$ cat config.mk
export PLATFORM = sky130hd
export DESIGN_NAME = positional_char_list_top
export DESIGN_NICKNAME = d
export VERILOG_FILES = /design/src/pcl_pkg.sv /design/src/pcl_cell.sv /design/src/positional_char_list_top.sv
export SDC_FILE = /design/constraint.sdc
export NUM_CORES = 1
export LEC_CHECK = 0
export ABC_AREA = 1
export BUFFER_PORTS_ARGS = -buffer_cell sky130_fd_sc_hd__buf_2
export CORE_MARGIN = 1
export CORE_UTILIZATION = 67
export CTS_BUF_LIST = sky130_fd_sc_hd__clkbuf_16
export DETAILED_ROUTE_END_ITERATION = 10
export MAX_ROUTING_LAYER = met4
export PLACE_DENSITY_LB_ADDON = 0.12
export SYNTH_ARGS = -nofsm -noshare
export SYNTH_HDL_FRONTEND = slang
export SYNTH_SLANG_ARGS = --single-unit
$ cat constraint.sdc
create_clock -name clk -period 6.3 [get_ports clk]
set_clock_uncertainty 0.05 [all_clocks]
set_input_delay 1.26 -clock clk [delete_from_list [all_inputs] [get_ports clk]]
set_output_delay 1.26 -clock clk [all_outputs]
set_load 0.01 [all_outputs]
$ cat src/pcl_pkg.sv
// ---------------------------------------------------------------------------
// pcl_pkg: shared types and constants
// Opcodes, status codes, widths and the command struct that the list control
// broadcasts to every character cell.
// ---------------------------------------------------------------------------
package pcl_pkg;

  localparam int OPCODE_W = 2;
  localparam int POS_W    = 8;
  localparam int CHAR_W   = 8;
  localparam int STATUS_W = 2;
  localparam int LENGTH_W = 5;

  // positions and counts are compared at one bit above the position field,
  // enough to hold a count of up to 256
  localparam int CMP_W = POS_W + 1;

  localparam int DEFAULT_CAPACITY = 16;

  localparam logic [OPCODE_W-1:0] OP_INSERT = 2'd0;
  localparam logic [OPCODE_W-1:0] OP_DELETE = 2'd1;
  localparam logic [OPCODE_W-1:0] OP_READ   = 2'd2;

  localparam logic [STATUS_W-1:0] ST_OK       = 2'd0;
  localparam logic [STATUS_W-1:0] ST_PAST_END = 2'd1;
  localparam logic [STATUS_W-1:0] ST_FULL     = 2'd2;

  typedef struct packed {
    logic              shift_ins;  // open a gap at pos and write ch there
    logic              shift_del;  // close the gap at pos
    logic [CMP_W-1:0]  pos;
    logic [CHAR_W-1:0] ch;
  } pcl_cmd_t;

endpackage

$ cat src/pcl_cell.sv
// ---------------------------------------------------------------------------
// pcl_cell: one character cell of the list
// Holds one character, compares its own index with the broadcast position
// and takes its neighbour's character on an insert or delete shift.
// ---------------------------------------------------------------------------
module pcl_cell
  import pcl_pkg::*;
#(
  parameter logic [CMP_W-1:0] INDEX = '0
) (
  input  logic              clk,
  input  pcl_cmd_t          cmd,
  input  logic [CHAR_W-1:0] prev_char,
  input  logic [CHAR_W-1:0] next_char,
  output logic [CHAR_W-1:0] char_q,
  output logic [CHAR_W-1:0] pick
);

  logic [CHAR_W-1:0] char_r;
  logic [CHAR_W-1:0] char_nxt;
  logic              hit;
  logic              above;

  assign hit   = (INDEX == cmd.pos);
  assign above = (INDEX > cmd.pos);

  always_comb begin
    char_nxt = char_r;
    if (cmd.shift_ins) begin
      if (hit) begin
        char_nxt = cmd.ch;
      end else if (above) begin
        char_nxt = prev_char;
      end
    end else if (cmd.shift_del) begin
      if (hit || above) begin
        char_nxt = next_char;
      end
    end
  end

  always_ff @(posedge clk) begin
    char_r <= char_nxt;
  end

  assign char_q = char_r;
  assign pick   = hit ? char_r : '0;

endmodule

$ cat src/positional_char_list_top.sv
// ---------------------------------------------------------------------------
// positional_char_list_top: bounded list of characters with positional access
// Insert, delete or read a character at a position in a chain of cells.
// ---------------------------------------------------------------------------
// Usage:
//   Input channel (in_valid/in_ready) carries opcode, position and char_in.
//   Result channel (out_valid/out_ready) returns one result per item: the
//   removed or read character, a status, the length and an empty flag.
//   An item is taken into registers and executed once the output register
//   is free or being drained: every cell compares its index with the
//   position and shifts locally, and the result is written to the output
//   register. The block takes no new item until the one before has executed.
//   in_ready is low while an item is executing. If the receiver stalls with
//   a result still held, the executing item waits until the output register
//   frees, so no result is lost or overwritten.
//   Reset (rst_n low, synchronous) empties the list and drops any held
//   result; cell contents are left as they are and are never read before
//   they are written.
// ---------------------------------------------------------------------------
module positional_char_list_top
  import pcl_pkg::*;
#(
  parameter int CAPACITY = DEFAULT_CAPACITY
) (
  input  logic                clk,
  input  logic                rst_n,
  input  logic                in_valid,
  output logic                in_ready,
  input  logic [OPCODE_W-1:0] in_opcode,
  input  logic [POS_W-1:0]    in_position,
  input  logic [CHAR_W-1:0]   in_char_in,
  output logic                out_valid,
  input  logic                out_ready,
  output logic [CHAR_W-1:0]   out_char_out,
  output logic [STATUS_W-1:0] out_status,
  output logic [LENGTH_W-1:0] out_length,
  output logic                out_is_empty_flag
);

  localparam int CNT_W = $clog2(CAPACITY + 1);
  localparam logic [CMP_W-1:0] CAP_EXT = CMP_W'(CAPACITY);

  typedef enum logic {
    S_IDLE,
    S_EXEC
  } state_t;

  state_t                state_r;
  logic [CNT_W-1:0]      count_r;
  logic [OPCODE_W-1:0]   op_r;
  logic [POS_W-1:0]      pos_r;
  logic [CHAR_W-1:0]     ch_r;
  logic                  out_valid_r;
  logic [CHAR_W-1:0]     char_out_r;
  logic [STATUS_W-1:0]   status_r;
  logic [LENGTH_W-1:0]   length_r;
  logic                  empty_r;

  logic                  fire;
  logic [CMP_W-1:0]      count_ext;
  logic [CMP_W-1:0]      pos_ext;
  logic [CMP_W-1:0]      count_nxt_ext;
  logic [CNT_W-1:0]      count_nxt;
  logic [STATUS_W-1:0]   status_nxt;
  logic [CHAR_W-1:0]     char_out_nxt;
  logic                  past_end;
  logic                  full;
  logic [CHAR_W-1:0]     picked;
  pcl_cmd_t              cmd;

  logic [CHAR_W-1:0]     cell_char [CAPACITY];
  logic [CHAR_W-1:0]     cell_pick [CAPACITY];

  assign in_ready  = (state_r == S_IDLE);
  // execute once the output register is free or being drained
  assign fire      = (state_r == S_EXEC) && (!out_valid_r || out_ready);
  assign count_ext = CMP_W'(count_r);
  assign pos_ext   = CMP_W'(pos_r);
  assign full      = (count_ext == CAP_EXT);
  assign past_end  = (pos_ext >= count_ext);

  always_comb begin
    picked = '0;
    for (int i = 0; i < CAPACITY; i++) begin
      picked = picked | cell_pick[i];
    end
  end

  always_comb begin
    cmd           = '0;
    cmd.ch        = ch_r;
    cmd.pos       = pos_ext;
    count_nxt_ext = count_ext;
    status_nxt    = ST_OK;
    char_out_nxt  = '0;
    case (op_r)
      OP_INSERT: begin
        if (full) begin
          status_nxt = ST_FULL;
        end else begin
          // append when the position lies past the end
          if (past_end) begin
            cmd.pos = count_ext;
          end
          cmd.shift_ins = fire;
          count_nxt_ext = count_ext + CMP_W'(1);
        end
      end
      OP_DELETE: begin
        if (past_end) begin
          status_nxt = ST_PAST_END;
        end else begin
          cmd.shift_del = fire;
          char_out_nxt  = picked;
          count_nxt_ext = count_ext - CMP_W'(1);
        end
      end
      OP_READ: begin
        if (past_end) begin
          status_nxt = ST_PAST_END;
        end else begin
          char_out_nxt = picked;
        end
      end
      default: begin
        status_nxt = ST_OK;
      end
    endcase
  end

  assign count_nxt = count_nxt_ext[CNT_W-1:0];

  for (genvar g = 0; g < CAPACITY; g++) begin : g_cell
    pcl_cell #(
      .INDEX (CMP_W'(g))
    ) u_cell (
      .clk       (clk),
      .cmd       (cmd),
      .prev_char (cell_char[(g == 0) ? 0 : g - 1]),
      .next_char (cell_char[(g == CAPACITY - 1) ? g : g + 1]),
      .char_q    (cell_char[g]),
      .pick      (cell_pick[g])
    );
  end

  always_ff @(posedge clk) begin
    if (!rst_n) begin
      state_r     <= S_IDLE;
      count_r     <= '0;
      out_valid_r <= 1'b0;
    end else begin
      case (state_r)
        S_IDLE: begin
          if (in_valid) begin
            state_r <= S_EXEC;
          end
        end
        S_EXEC: begin
          if (fire) begin
            state_r <= S_IDLE;
          end
        end
        default: begin
          state_r <= S_IDLE;
        end
      endcase
      if (fire) begin
        count_r     <= count_nxt;
        out_valid_r <= 1'b1;
      end else if (out_ready) begin
        out_valid_r <= 1'b0;
      end
    end
    if (in_valid && in_ready) begin
      op_r  <= in_opcode;
      pos_r <= in_position;
      ch_r  <= in_char_in;
    end
    if (fire) begin
      char_out_r <= char_out_nxt;
      status_r   <= status_nxt;
      length_r   <= count_nxt_ext[LENGTH_W-1:0];
      empty_r    <= (count_nxt_ext == '0);
    end
  end

  assign out_valid         = out_valid_r;
  assign out_char_out      = char_out_r;
  assign out_status        = status_r;
  assign out_length        = length_r;
  assign out_is_empty_flag = empty_r;

`ifndef SYNTHESIS
  a_count_bound: assert property (@(posedge clk) disable iff (!rst_n)
    CMP_W'(count_r) <= CAP_EXT)
    else $error("held count exceeds capacity");

  a_one_in_flight: assert property (@(posedge clk) disable iff (!rst_n)
    in_valid && in_ready |=> !in_ready)
    else $error("second item taken while one is executing");

  a_fail_no_char: assert property (@(posedge clk) disable iff (!rst_n)
    out_valid && (out_status != ST_OK) |-> (out_char_out == '0))
    else $error("character reported on a failed operation");

  a_full_keeps_count: assert property (@(posedge clk) disable iff (!rst_n)
    fire && (op_r == OP_INSERT) && full |=> (count_r == $past(count_r)))
    else $error("insert into a full list changed the count");
`endif

endmodule
Word-level counts from Yosys, hierarchy flattened
Cells that the tools add are included.
W data, S select, Z words.
{ "totals": {"romBits": 0, "latch_bits": 0, "ff_bits": 169, "out_inout_bits": 18, "memories": 0, "mem_bits_rw": 0, "inputBits": 22} }
{ "classes": {"bitwise": 17, "n_mul": 0, "mux": 110, "order_cmp": 17, "n_div": 0, "reduce_logical": 58, "shift": 0, "n_addsub": 2, "n_eq_ne": 33} }
{ "op_table": {"columns": ["operator", "n"], "rows": [
  ["$mux W8", 94],
  ["$or A8 B8 Y8", 15],
  ["$eq A4 B9 Y1 const A", 8],
  ["$gt A4 B9 Y1 const A", 8],
  ["$reduce_and A3 Y1", 15],
  ["$ne A3 B1 Y1 const B", 14],
  ["$eq A3 B9 Y1 const A", 4],
  ["$gt A3 B9 Y1 const A", 4],
  ["$reduce_bool A2 Y1", 18],
  ["$eq A2 B9 Y1 const A", 2],
  ["$gt A1 B9 Y1 const A", 2],
  ["$gt A2 B9 Y1 const A", 2],
  ["$logic_not A9 Y1", 2],
  ["$mux W9", 2],
  ["$pmux W9 S2", 1],
  ["$logic_or A1 B1 Y1", 16],
  ["$eq A1 B9 Y1 const A", 1],
  ["$mux W1", 9],
  ["$ge A8 B5 Y1", 1],
  ["$add A5 B1 Y6 const B", 1],
  ["$mux W6", 1],
  ["$sub A5 B1 Y6 const B", 1],
  ["$eq A5 B5 Y1 const B", 1],
  ["$pmux W2 S2", 1],
  ["other kinds (11)", 14]
]} }

Depth between registers and ports, before layout
Gate-level depths: netlist (run 1).
{ "depth": {"depth_word": 21, "depth_mapped": 22, "depth_no_buf": 21} }

By module
A second synthesis (run 1) with hierarchy kept.
{ "unflattened": {"cells_unflattened": 1759, "area_unflattened_um2": 12658.4} }
{ "modules_own_cells": {"columns": ["mod", "seq_area_each_um2", "area_each_um2", "n_inst", "cells_per_inst"], "rows": [
  ["positional_char_list_top", 1161.1, 2253.4, 1, 238],
  ["pcl_cell at g_cell[12].u_cell", 240.2, 676.9, 1, 105],
  ["pcl_cell at g_cell[8].u_cell", 240.2, 666.9, 1, 104],
  ["pcl_cell at g_cell[13].u_cell", 240.2, 661.9, 1, 101],
  ["pcl_cell at g_cell[2].u_cell", 240.2, 660.6, 1, 106],
  ["pcl_cell at g_cell[3].u_cell", 240.2, 660.6, 1, 104],
  ["pcl_cell at g_cell[10].u_cell", 240.2, 659.4, 1, 102],
  ["pcl_cell at g_cell[0].u_cell", 240.2, 655.6, 1, 88],
  ["pcl_cell at g_cell[15].u_cell", 240.2, 653.1, 1, 98],
  ["pcl_cell at g_cell[6].u_cell", 240.2, 649.4, 1, 88],
  ["pcl_cell at g_cell[11].u_cell", 240.2, 648.1, 1, 98],
  ["pcl_cell at g_cell[14].u_cell", 240.2, 645.6, 1, 95],
  ["pcl_cell at g_cell[5].u_cell", 240.2, 640.6, 1, 87],
  ["pcl_cell at g_cell[9].u_cell", 240.2, 635.6, 1, 79],
  ["3 more rows", null, null, null, null]
]} }

Worst setup path after synthesis (run 1)
OpenSTA, ideal clock, no wires.
{ "synth_path": {"path_kind": "register -> register", "start": "register count_r[1]", "end": "register g_cell[5].u_cell.char_r[0], enable pin", "setup_time_ps": 370, "path_stages_with_launch": 20, "setup_slack_ps": 2889, "arrival_ps": 2991, "synth_period_minus_slack_ps": 3411, "path_buffers": 2, "cell_sequence": "dfxtp_1 inv_1 ha_1 nand2_1 inv_1 nand2_1 nor2_1 nor2_1 nand2_4 nand2_8 nand2_1 nand2_2 nand2_8 nor2_4 buf_6 buf_6 inv_1 nor2_1 inv_1 nor2_1"} }
{ "synth_between": {"elab_chain_len": 8} }
{ "synth_rtl": {"columns": ["element", "line", "text"], "rows": [
  ["from (decl)", "positional_char_list_top.sv:49", "logic [CNT_W-1:0] count_r;"],
  ["from (signal assigned)", "positional_char_list_top.sv:168", "count_r <= count_nxt;"],
  ["$ge A8 B5 Y1", "positional_char_list_top.sv:80", "assign past_end = (pos_ext >= count_ext);"],
  ["$mux W8", "positional_char_list_top.sv:102", "if (past_end) begin"],
  ["$mux W8", "positional_char_list_top.sv:98", "if (full) begin"],
  ["$mux W9", "positional_char_list_top.sv:96", "case (op_r)"],
  ["$gt A3 B9 Y1 / $eq A3 B9 Y1 (equally long branches)", "pcl_cell.sv:25, pcl_cell.sv:24", null],
  ["$logic_or A1 B1 Y1", "pcl_cell.sv:36", "if (hit || above) begin"],
  ["$reduce_bool A2 Y1 (no line)", null, null],
  ["$reduce_and A3 Y1 (no line) *", null, null],
  ["to (signal assigned)", "pcl_cell.sv:43", "char_r <= char_nxt;"],
  ["to (decl)", "pcl_cell.sv:19", "logic [CHAR_W-1:0] char_r;"]
]} }
Mark *: on every way between the ends. The rest lies on a longest branch, timed or not.
A chain may end at the register's enable or synchronous reset.

Worst setup path after layout (run 1)
{ "layout_path": {"start": "register count_r[0]", "end": "register g_cell[6].u_cell.char_r[1], enable pin"} }
{ "layout_between": {"elab_chain_len": 8} }
{ "layout_rtl": {"columns": ["element", "line"], "rows": [
  ["$ge A8 B5 Y1", "positional_char_list_top.sv:80"],
  ["$mux W8", "positional_char_list_top.sv:102"],
  ["$mux W8", "positional_char_list_top.sv:98"],
  ["$mux W9", "positional_char_list_top.sv:96"],
  ["$gt A3 B9 Y1 / $eq A3 B9 Y1 (equally long branches)", "pcl_cell.sv:25, pcl_cell.sv:24"],
  ["$logic_or A1 B1 Y1", "pcl_cell.sv:36"],
  ["$reduce_bool A2 Y1 (no line)", null],
  ["$reduce_and A3 Y1 (no line) *", null],
  ["to (signal assigned)", "pcl_cell.sv:43"],
  ["to (decl)", "pcl_cell.sv:19"]
]} }
Marks and branches as above.

==> flow_summary.yaml, run 1 <==
worst_setup_path:
  arrival_ns: 4.51
  reg2regPathDepth: 14
  startpoint_type: "flip-flop"
  crit_required_ns: 6.33
  critPathMaxFanout: 58
  critPathKind: "flip-flop to flip-flop"
  endpoint_kind: "flip-flop"
  setup.worst_path.start: "count_r[0]"
  r2r_start: "count_r[0]"
finish:
  drive_above_1_share: 0.108
  fin_util: 0.756
  fin_nets: 1189
  layout_common_cells: "o21ai_0 (231), edfxtp_1 (162), inv_1 (156), nand2_1 (131), a21oi_1 (109)"
  stdcell_count: 1350
  postLayoutCellArea_um2: 10700
  synthToLayoutAreaGrowth_pct: 8.72
  layout_commonest_cell: "o21ai_0"
  num_antenna_cells: 0
clock_tree:
  cts_htree_levels: 4
  cts_tree: "yes"
  clkSlewWorstSetupHoldPaths_ns: 0.07
  post_cts_buffers: 0
  hold_buffers: 0
  clock_latency_ns: 0.45
  cts-root-buf: "clkbuf_16"
  clock_path_buffers: 2
  cts-buffers-inserted: 17
  clkSinkCount: 169
  cts_resized: 0
die:
  dieArea_um2: 15100
  start_util: 0.696
  die_x_um: 123
  die_h_um: 123
  rows: 43
  core_um2: 14100
  io_pins: 40
status:
  status: "complete, no violations"
power_and_ir_drop:
  p_sw_uw: 640
  pwr-share-seq: 0.466
  swShare: 0.235
  comb_power_share: 0.073
  power_density_nw_per_um2: 256
  clkPwrFrac: 0.461
  vdd_drop_max_mv: 0.187
  p_leak_uw: 0.00425
  power_uw: 2720
  p_int_uw: 2080
synthesis:
  synth_top_area_cell: "edfxtp_1"
  synth-seq-cells: 169
  synth.cell_area_um2: 9800
  ys_types: 34
  synth_top_area_frac: 0.496
  yosys_warnings: 0
  synth-seq-area-share: 0.510
  synthCells: 1161
  synth_nets: 1193
  ys_top_cells_by_area: "edfxtp_1 (50%), o21ai_0 (12%), inv_1 (6.0%)"
  postSynthAreaPerCell_um2: 8.44
routing:
  routed_wl_mm: 29.9
  met2_length_mm: 13.3
  wl_per_cell_um: 22.1
  drc_errors: 0
  dr.pass1.iters: 8
  drt_first_iter_violations: 1690
  dr_wl_met3_mm: 4.24
  ant_nets: 0
  highest-signal-layer: "met4"
  vias: 8836
  avgViaCountPerCell: 6.55
  wl_met1_mm: 11.1
run:
  cap_violations: 0
placement:
  place_inst: 1318
  dp.final_hpwl_mm: 21.2
  portBuffers: 39
  place_congestion: 1.08
  postPlaceCellArea_um2: 9960
timing:
  finalSetupTns_ns: 0
  hold_viol: 0
  fin_crit_sh: 0.711
  max_slew_margin: 0.270
  worst_pin_slew_ns: 1.10
  setup_viol: 0
  rsz0062_at_grt: "no"
  finalCriticalPeriod_ns: 4.48
  fmax_mhz: 223
  drv_slew: 0
worst_hold_path:
  whs_path_depth: 2
  min_from: "out_valid"
  hold_class: "flip-flop to flip-flop"
global_route:
  grt_max_degree: 122
  grt_pass1_wl_mm: 45.0
  grt_overflow: 0
  grt_use_total: 0.427
  grt_pass1_vias: 7917
  antenna_found_initial: 0
## power by group through the flow
stage          Sequential, uW  Combinational (uW)  Clock [uW]
2_1_floorplan            1280                 139           0
3_3_place_gp             1290                 184           0
3_5_place_dp             1290                 190           0
4_1_cts                  1270                 192        1240
5_1_grt                  1270                 215        1290
6_report                 1270                 198        1260
## layer usage
| metal | vias up | GRT usage |
|---|---|---|
| met5 | - | - |
| met4 | 0 | 0.178 |
| met3 | 116 | 0.0955 |
| met2 | 734 | 0.628 |
| met1 | 3999 | 0.573 |
| li1 | 3987 | - |
## synth_stat cells, drive strengths merged
cell type	count
nand2	150
o21ai	256
xor2	2
edfxtp	162
inv	161
o22ai	15
o211ai	2
nand3	85
clkbuf	41
nand4	12
o221ai	2
a21boi	1
dfxtp	7
clkinv	1
o31ai	2
ha	10
a211oi	1
nor3	6
buf	26
nor2	109
a21oi	109
or2	1
## critical path: stages (launching register included)
cell,delay (ns)
dfxtp_1,0.45
clkinv_1,0.24
ha_1,0.29
nand3_2,0.12
nor2_4,0.06
nor2_8,0.20
inv_1,0.15
nor2_4,0.13
clkinv_2,0.59
o31ai_1,0.28
inv_1,0.07
buf_4,0.21
nor2_1,0.61
inv_1,0.14
nor2_1,0.52
## flip-flops by register name, indices dropped and copies added (netlist names), 2 cells and up
name,flops
ch_r,8
count_r,5
out_status,2
out_length,5
pos_r,8
out_char_out,8
g_cell.u_cell.char_q,128
op_r,2
## worst paths after layout
| check | to | slack (ns) |
|---|---|---|
| worst min register to register | out_valid | 0.45 |
| worst max-delay path | g_cell[6].u_cell.char_q[1] | 1.82 |
| worst max register to register | g_cell[6].u_cell.char_q[1] | 1.82 |
| worst min-delay path | out_valid | 0.45 |
## cell type report
class	instances	area, um2
Sequential cell	169	5000
Tap cell	180	225
Clock inverter	15	270
Inverter	162	609
Fill cell	1028	3440
Clock buffer	17	425
Timing Repair Buffer	44	233
Multi-Input combinational cell	763	3890
## logic make-up (layout without fill, tap and decap cells)
| group | Yosys count | after routing | synth area share |
|---|---|---|---|
| simple gates | 363 | 363 | 0.178 |
| fa+ha+maj | 10 | 10 | 0.0128 |
| compound gates | 388 | 388 | 0.203 |
| flops | 169 | 169 | 0.510 |
| xor+xnor | 2 | 2 | 0.00179 |
| buf+inv | 229 | 238 | 0.0937 |
## through the flow
stage / hold slack [ns] / worst slack [ns]
2_1_floorplan: 0.464 / 2.89
3_3_place_gp: 0.442 / 1.84
3_5_place_dp: 0.445 / 1.76
4_1_cts: 0.452 / 1.88
5_1_grt: 0.504 / 1.44
6_report: 0.451 / 1.82
(Power assumes the default switching activity.)
==> inputs of run 2 (changes only) <==
--- a/config.mk
+++ b/config.mk
@@ -8,7 +8,7 @@
 export ABC_AREA = 1
 export BUFFER_PORTS_ARGS = -buffer_cell sky130_fd_sc_hd__buf_2
 export CORE_MARGIN = 1
-export CORE_UTILIZATION = 67
+export CORE_UTILIZATION = 63
 export CTS_BUF_LIST = sky130_fd_sc_hd__clkbuf_16
 export DETAILED_ROUTE_END_ITERATION = 10
 export MAX_ROUTING_LAYER = met4
==> constraint.sdc (replaced) <==
create_clock -name clk -period 4.5 [get_ports clk]
set_clock_uncertainty 0.05 [all_clocks]
set_input_delay 0.9 -clock clk [delete_from_list [all_inputs] [get_ports clk]]
set_output_delay 0.9 -clock clk [all_outputs]
set_load 0.01 [all_outputs]
==> run 2 against run 1 <==
Compared with the run above:
- worst setup slack lost 1.1 ns
- non-clock buffer count rose by 16
- worst hold slack better by 0.012 ns
- design area rose by 0.54%
- global-route usage shrank 2.8 points
- die area increased by 6.2%
- critical path depth rose by 5
- sequential power rose by 40%
- register-to-register slack worse by 1.1 ns
- critical endpoint is now out_char_out[2]
==> flow_summary.yaml, run 2 (synthesis results as in run 1) <==
status:
  status: "complete, no violations"
clock_tree:
  cts_tree: "yes"
  post_cts_buffers: 0
  clkSinkCount: 169
  cts_htree_levels: 4
  cts_resized: 0
  hold_buffers: 0
  cts-root-buf: "clkbuf_16"
  cts-buffers-inserted: 17
  clock_path_buffers: 2
  clkSlewWorstSetupHoldPaths_ns: 0.06
  clock_latency_ns: 0.44
routing:
  drt_first_iter_violations: 1332
  dr.pass1.iters: 7
  ant_nets: 0
  vias: 8845
  avgViaCountPerCell: 6.44
  drc_errors: 0
  routed_wl_mm: 30.3
  wl_per_cell_um: 22.1
power_and_ir_drop:
  p_leak_uw: 0.00430
  power_uw: 3640
  power_density_nw_per_um2: 340
  vdd_drop_max_mv: 0.253
worst_setup_path:
  r2r_start: "count_r[1]"
  crit_required_ns: 4.73
  reg2regPathDepth: 19
  critPathKind: "flip-flop to flip-flop"
  critPathMaxFanout: 22
  r2r-end: "out_char_out[2]"
  startpoint_type: "flip-flop"
  endpoint_kind: "flip-flop"
  worst-r2r-setup-slack_ns: 0.69
  arrival_ns: 4.04
die:
  start_util: 0.645
  die_h_um: 127
  core_um2: 15200
  io_pins: 40
  dieArea_um2: 16100
  die_x_um: 127
  rows: 45
timing:
  final.setup.worst_slack_ns: 0.688
  finalCriticalPeriod_ns: 3.81
  fmax_mhz: 262
  finalSetupTns_ns: 0
  setup_viol: 0
  hold_viol: 0
  drv_slew: 0
  fin_crit_sh: 0.847
  rsz0062_at_grt: "no"
  max_slew_margin: 0.253
  worst_pin_slew_ns: 1.12
finish:
  num_antenna_cells: 0
  layout_commonest_cell: "o21ai_0"
  drive_above_1_share: 0.118
  postLayoutCellArea_um2: 10700
  layout_common_cells: "o21ai_0 (231), edfxtp_1 (162), inv_1 (156), nand2_1 (131), a21oi_1 (109)"
  synthToLayoutAreaGrowth_pct: 9.30
  fin_nets: 1205
  largest_reg_flops: 128
global_route:
  grt_overflow: 0
  grt_pass1_vias: 7924
  grt_pass1_wl_mm: 45.7
  grt_use_total: 0.399
  grt_max_degree: 122
  antenna_found_initial: 0
worst_hold_path:
  whs_path_depth: 2
  min_from: "out_valid"
  worstHoldEndpoint: "out_valid"
  hold_class: "flip-flop to flip-flop"
placement:
  postPlaceCellArea_um2: 10100
  pre_cts_ws_ns: 0.826
  portBuffers: 39
  dp.final_hpwl_mm: 22.0
  place_congestion: 1.11
run:
  cap_violations: 0
==> run 2: cell count changes in the layout (fill, tap and decap cells not counted), sizes merged <==
cell	change
buf	+16
bufinv	-3
inv	+1
clkinv	+2
==> run 2: power breakdown <==
part | total, uW | switching [uW] | internal, uW
Clock | 1580 | 648 | 933
Sequential | 1780 | 37.4 | 1750
Combinational | 275 | 202 | 73.8
Total | 3640 | 887 | 2750
==> run 2: how the worst max path moves through the flow <==
stage	slack, ns	start	to
2_1_floorplan	1.09	count_r[1]	g_cell[5].u_cell.char_q[0]
3_3_place_gp	0.86	count_r[1]	out_char_out[2]
3_5_place_dp	0.83	count_r[1]	out_char_out[2]
4_1_cts	0.80	count_r[1]	out_char_out[2]
5_1_grt	0.49	count_r[1]	out_char_out[6]
6_report	0.69	count_r[1]	out_char_out[2]
==> run 2: area by class of cell <==
class / instances / area (um2)
Clock buffer: 17 / 425
Clock inverter: 15 / 198
Multi-Input combinational cell: 763 / 3890
Timing Repair Buffer: 60 / 353
Inverter: 162 / 609
Fill cell: 1208 / 4490
Sequential cell: 169 / 5000
Tap cell: 188 / 235
==> run 2: stage by stage <==
step / std cells / hold slack [ns] / util
after floorplan: 1161 / 0.464 / -
after global placement: 1342 / 0.437 / 0.664
after detailed placement: 1342 / 0.448 / 0.664
after CTS: 1374 / 0.458 / 0.705
after global routing: 1374 / 0.522 / 0.705
final: 1374 / 0.463 / 0.705
==> run 2: critical path, stage by stage, from the launching register on <==
cell and delay (ns):
dfxtp_1 0.46, inv_1 0.16, ha_1 0.33, nand2_1 0.06, inv_1 0.04, nand2_1 0.06, nor2_1 0.04, nor2_1 0.17
nand2_4 0.17, nand2_8 0.13, nand2_1 0.07, nand2_2 0.12, nand2_8 0.12, nor2_2 0.46, nand2_1 0.53, o21ai_1 0.34
nor2_1 0.07, nand2_1 0.10, nor2_1 0.06, nor2_1 0.12
==> run 2: layer usage <==
metal / track usage / share of wire / vias to the layer above
met5: - / 0 / -
met4: 0.169 / 0.042 / 0
met3: 0.0793 / 0.11 / 97
met2: 0.615 / 0.46 / 630
met1: 0.519 / 0.39 / 4106
li1: - / - / 4012
==> inputs of run 3 (changes only) <==
--- a/config.mk
+++ b/config.mk
@@ -8,7 +8,7 @@
 export ABC_AREA = 1
 export BUFFER_PORTS_ARGS = -buffer_cell sky130_fd_sc_hd__buf_2
 export CORE_MARGIN = 1
-export CORE_UTILIZATION = 63
+export CORE_UTILIZATION = 57
 export CTS_BUF_LIST = sky130_fd_sc_hd__clkbuf_16
 export DETAILED_ROUTE_END_ITERATION = 10
 export MAX_ROUTING_LAYER = met4
==> constraint.sdc (replaced) <==
create_clock -name clk -period 3.3 [get_ports clk]
set_clock_uncertainty 0.05 [all_clocks]
set_input_delay 0.66 -clock clk [delete_from_list [all_inputs] [get_ports clk]]
set_output_delay 0.66 -clock clk [all_outputs]
set_load 0.01 [all_outputs]
==> run 3 against run 2 <==
Compared with the run above:
- combinational power increased by 56%
- critical endpoint is now out_char_out[5]
- largest cell class unchanged
- clock power increased by 23%
- die area increased by 10%
- sequential cell count unchanged
- total power increased by 32%
- via count increased by 0.58%
- clock-buffer cell count unchanged
- worst hold slack got worse by 0.11 ns
==> flow_summary.yaml, run 3 (synthesis results as in run 1) <==
power_and_ir_drop:
  swShare: 0.250
  comb_power_share: 0.090
  p_sw_uw: 1200
  p_int_uw: 3600
  pwr-share-seq: 0.506
  clkPwrFrac: 0.405
  power_density_nw_per_um2: 434
  p_leak_uw: 0.00450
  vdd_drop_max_mv: 0.373
  power_uw: 4790
timing:
  max_slew_margin: 0.321
  finalCriticalPeriod_ns: 3.17
  hold_viol: 0
  finalSetupTns_ns: 0
  setup_viol: 0
  fin_crit_sh: 0.960
  drv_slew: 0
  fmax_mhz: 316
  worst_pin_slew_ns: 1.02
  rsz0062_at_grt: "no"
  fin_hold_ws_ns: 0.352
finish:
  fin_util: 0.662
  largest_reg_flops: 128
  synthToLayoutAreaGrowth_pct: 12.8
  fin_nets: 1240
  num_antenna_cells: 0
  postLayoutCellArea_um2: 11100
  nFillCells: 1459
  drive_above_1_share: 0.145
  layout_common_cells: "o21ai_0 (228), edfxtp_1 (162), inv_1 (159), nand2_1 (129), a21oi_1 (109)"
  layout_commonest_cell: "o21ai_0"
global_route:
  grt_overflow: 0
  grt_pass1_wl_mm: 49.5
  grt_max_degree: 122
  antenna_found_initial: 0
  grt_pass1_vias: 8193
  grt_use_total: 0.395
clock_tree:
  clock_path_buffers: 2
  cts_htree_levels: 4
  clkSinkCount: 169
  cts-root-buf: "clkbuf_16"
  clkSlewWorstSetupHoldPaths_ns: 0.07
  cts-buffers-inserted: 17
  cts_tree: "yes"
  clock_latency_ns: 0.43
worst_setup_path:
  critPathKind: "flip-flop to flip-flop"
  worstSetupEndpoint: "out_char_out[5]"
  reg2regPathDepth: 21
  r2r-end: "out_char_out[5]"
  critPathMaxFanout: 23
  worst-r2r-setup-slack_ns: 0.13
  startpoint_type: "flip-flop"
  r2r_start: "count_r[1]"
  crit_required_ns: 3.42
  arrival_ns: 3.29
  setup.worst_path.start: "count_r[1]"
  endpoint_kind: "flip-flop"
die:
  rows: 47
  start_util: 0.587
  dieArea_um2: 17700
  core_um2: 16700
  io_pins: 40
  die_h_um: 133
  die_x_um: 133
routing:
  dr.pass1.iters: 8
  wl_per_cell_um: 23.0
  routed_wl_mm: 33.0
  drt_first_iter_violations: 1636
  drc_errors: 0
  avgViaCountPerCell: 6.19
  ant_nets: 0
  vias: 8896
placement:
  place_congestion: 1.04
  portBuffers: 39
  postPlaceCellArea_um2: 10400
  dp.final_hpwl_mm: 23.8
run:
  cap_violations: 0
status:
  status: "complete, no violations"
worst_hold_path:
  hold_class: "primary input to flip-flop"
## run 3: changes by cell type in the layout (fill, tap and decap cells not counted), moves of 3 or more
cell,previous run,this run
buf_4,21,50
buf_12,0,6
nor2_1,90,86
nor2_2,7,11
inv_1,156,159
inv_6,4,1
nand2_4,3,6
o21ai_0,231,228
o21ai_1,24,27
## run 3: per-layer routing
metal	track usage	vias to the layer above	part of all wire
met5	-	-	0
met3	0.0791	108	0.11
li1	-	4085	-
met2	0.616	593	0.46
met1	0.505	4110	0.39
met4	0.164	0	0.043
## run 3: final cells by class
type                            instances  area (um2)  share of cell area
Sequential cell                       169        5010               0.453
Tap cell                              220         275              0.0249
Inverter                              162         609              0.0551
Multi-Input combinational cell        763        3940               0.356
Timing Repair Buffer                   95         691              0.0625
Clock buffer                           17         425              0.0385
Clock inverter                         12         115              0.0104
## run 3: what timing repair did
action | CTS | global route
endpoints found under the setup margin | 0 | 110
hold buffers | 0 | 0
hold endpoints to repair | 0 | 0
setup buffers | 0 | 7
gates resized for setup | 0 | 14
## run 3: worst min path at each step
| stage | depth (start not counted) | startpoint | to |
|---|---|---|---|
| floorplan | 2 | out_valid | out_valid |
| global placement | 2 | out_valid | out_valid |
| detailed placement | 2 | out_valid | out_valid |
| CTS | 1 | in_char_in[3] | ch_r[3] |
| global route | 1 | in_position[5] | pos_r[5] |
| finish | 1 | in_position[5] | pos_r[5] |
## run 3: power by group through the flow
stage | clock, uW | sequential [uW] | combinational, uW
after detailed placement | 0 | 2470 | 400
after global placement | 0 | 2470 | 400
after CTS | 1930 | 2420 | 403
after floorplan | 0 | 2450 | 266
final | 1940 | 2420 | 430
after global routing | 2010 | 2430 | 460
## run 3: worst max-delay path, stage by stage (launching register included)
cell and delay (ns):
dfxtp_1 0.33, inv_1 0.10, ha_1 0.32, nand2_1 0.07
inv_1 0.04, nand2_1 0.06, nor2_1 0.05, nor2_2 0.14
nand2_4 0.16, nand2_8 0.13, nand2_2 0.08, nand2_4 0.16
inv_2 0.08, nand3_1 0.13, nor2_2 0.07, buf_12 0.16
nand2_1 0.06, nand2_1 0.05, nor2_1 0.31, nand3_1 0.12
nor2_1 0.16, nor2_1 0.08
## run 3: through the flow
step                cells  setup slack, ns
finish               1438            0.131
global route         1438          0.00104
CTS                  1431           0.0530
detailed placement   1402           0.0828
global placement     1402            0.215
floorplan            1161           0.0426
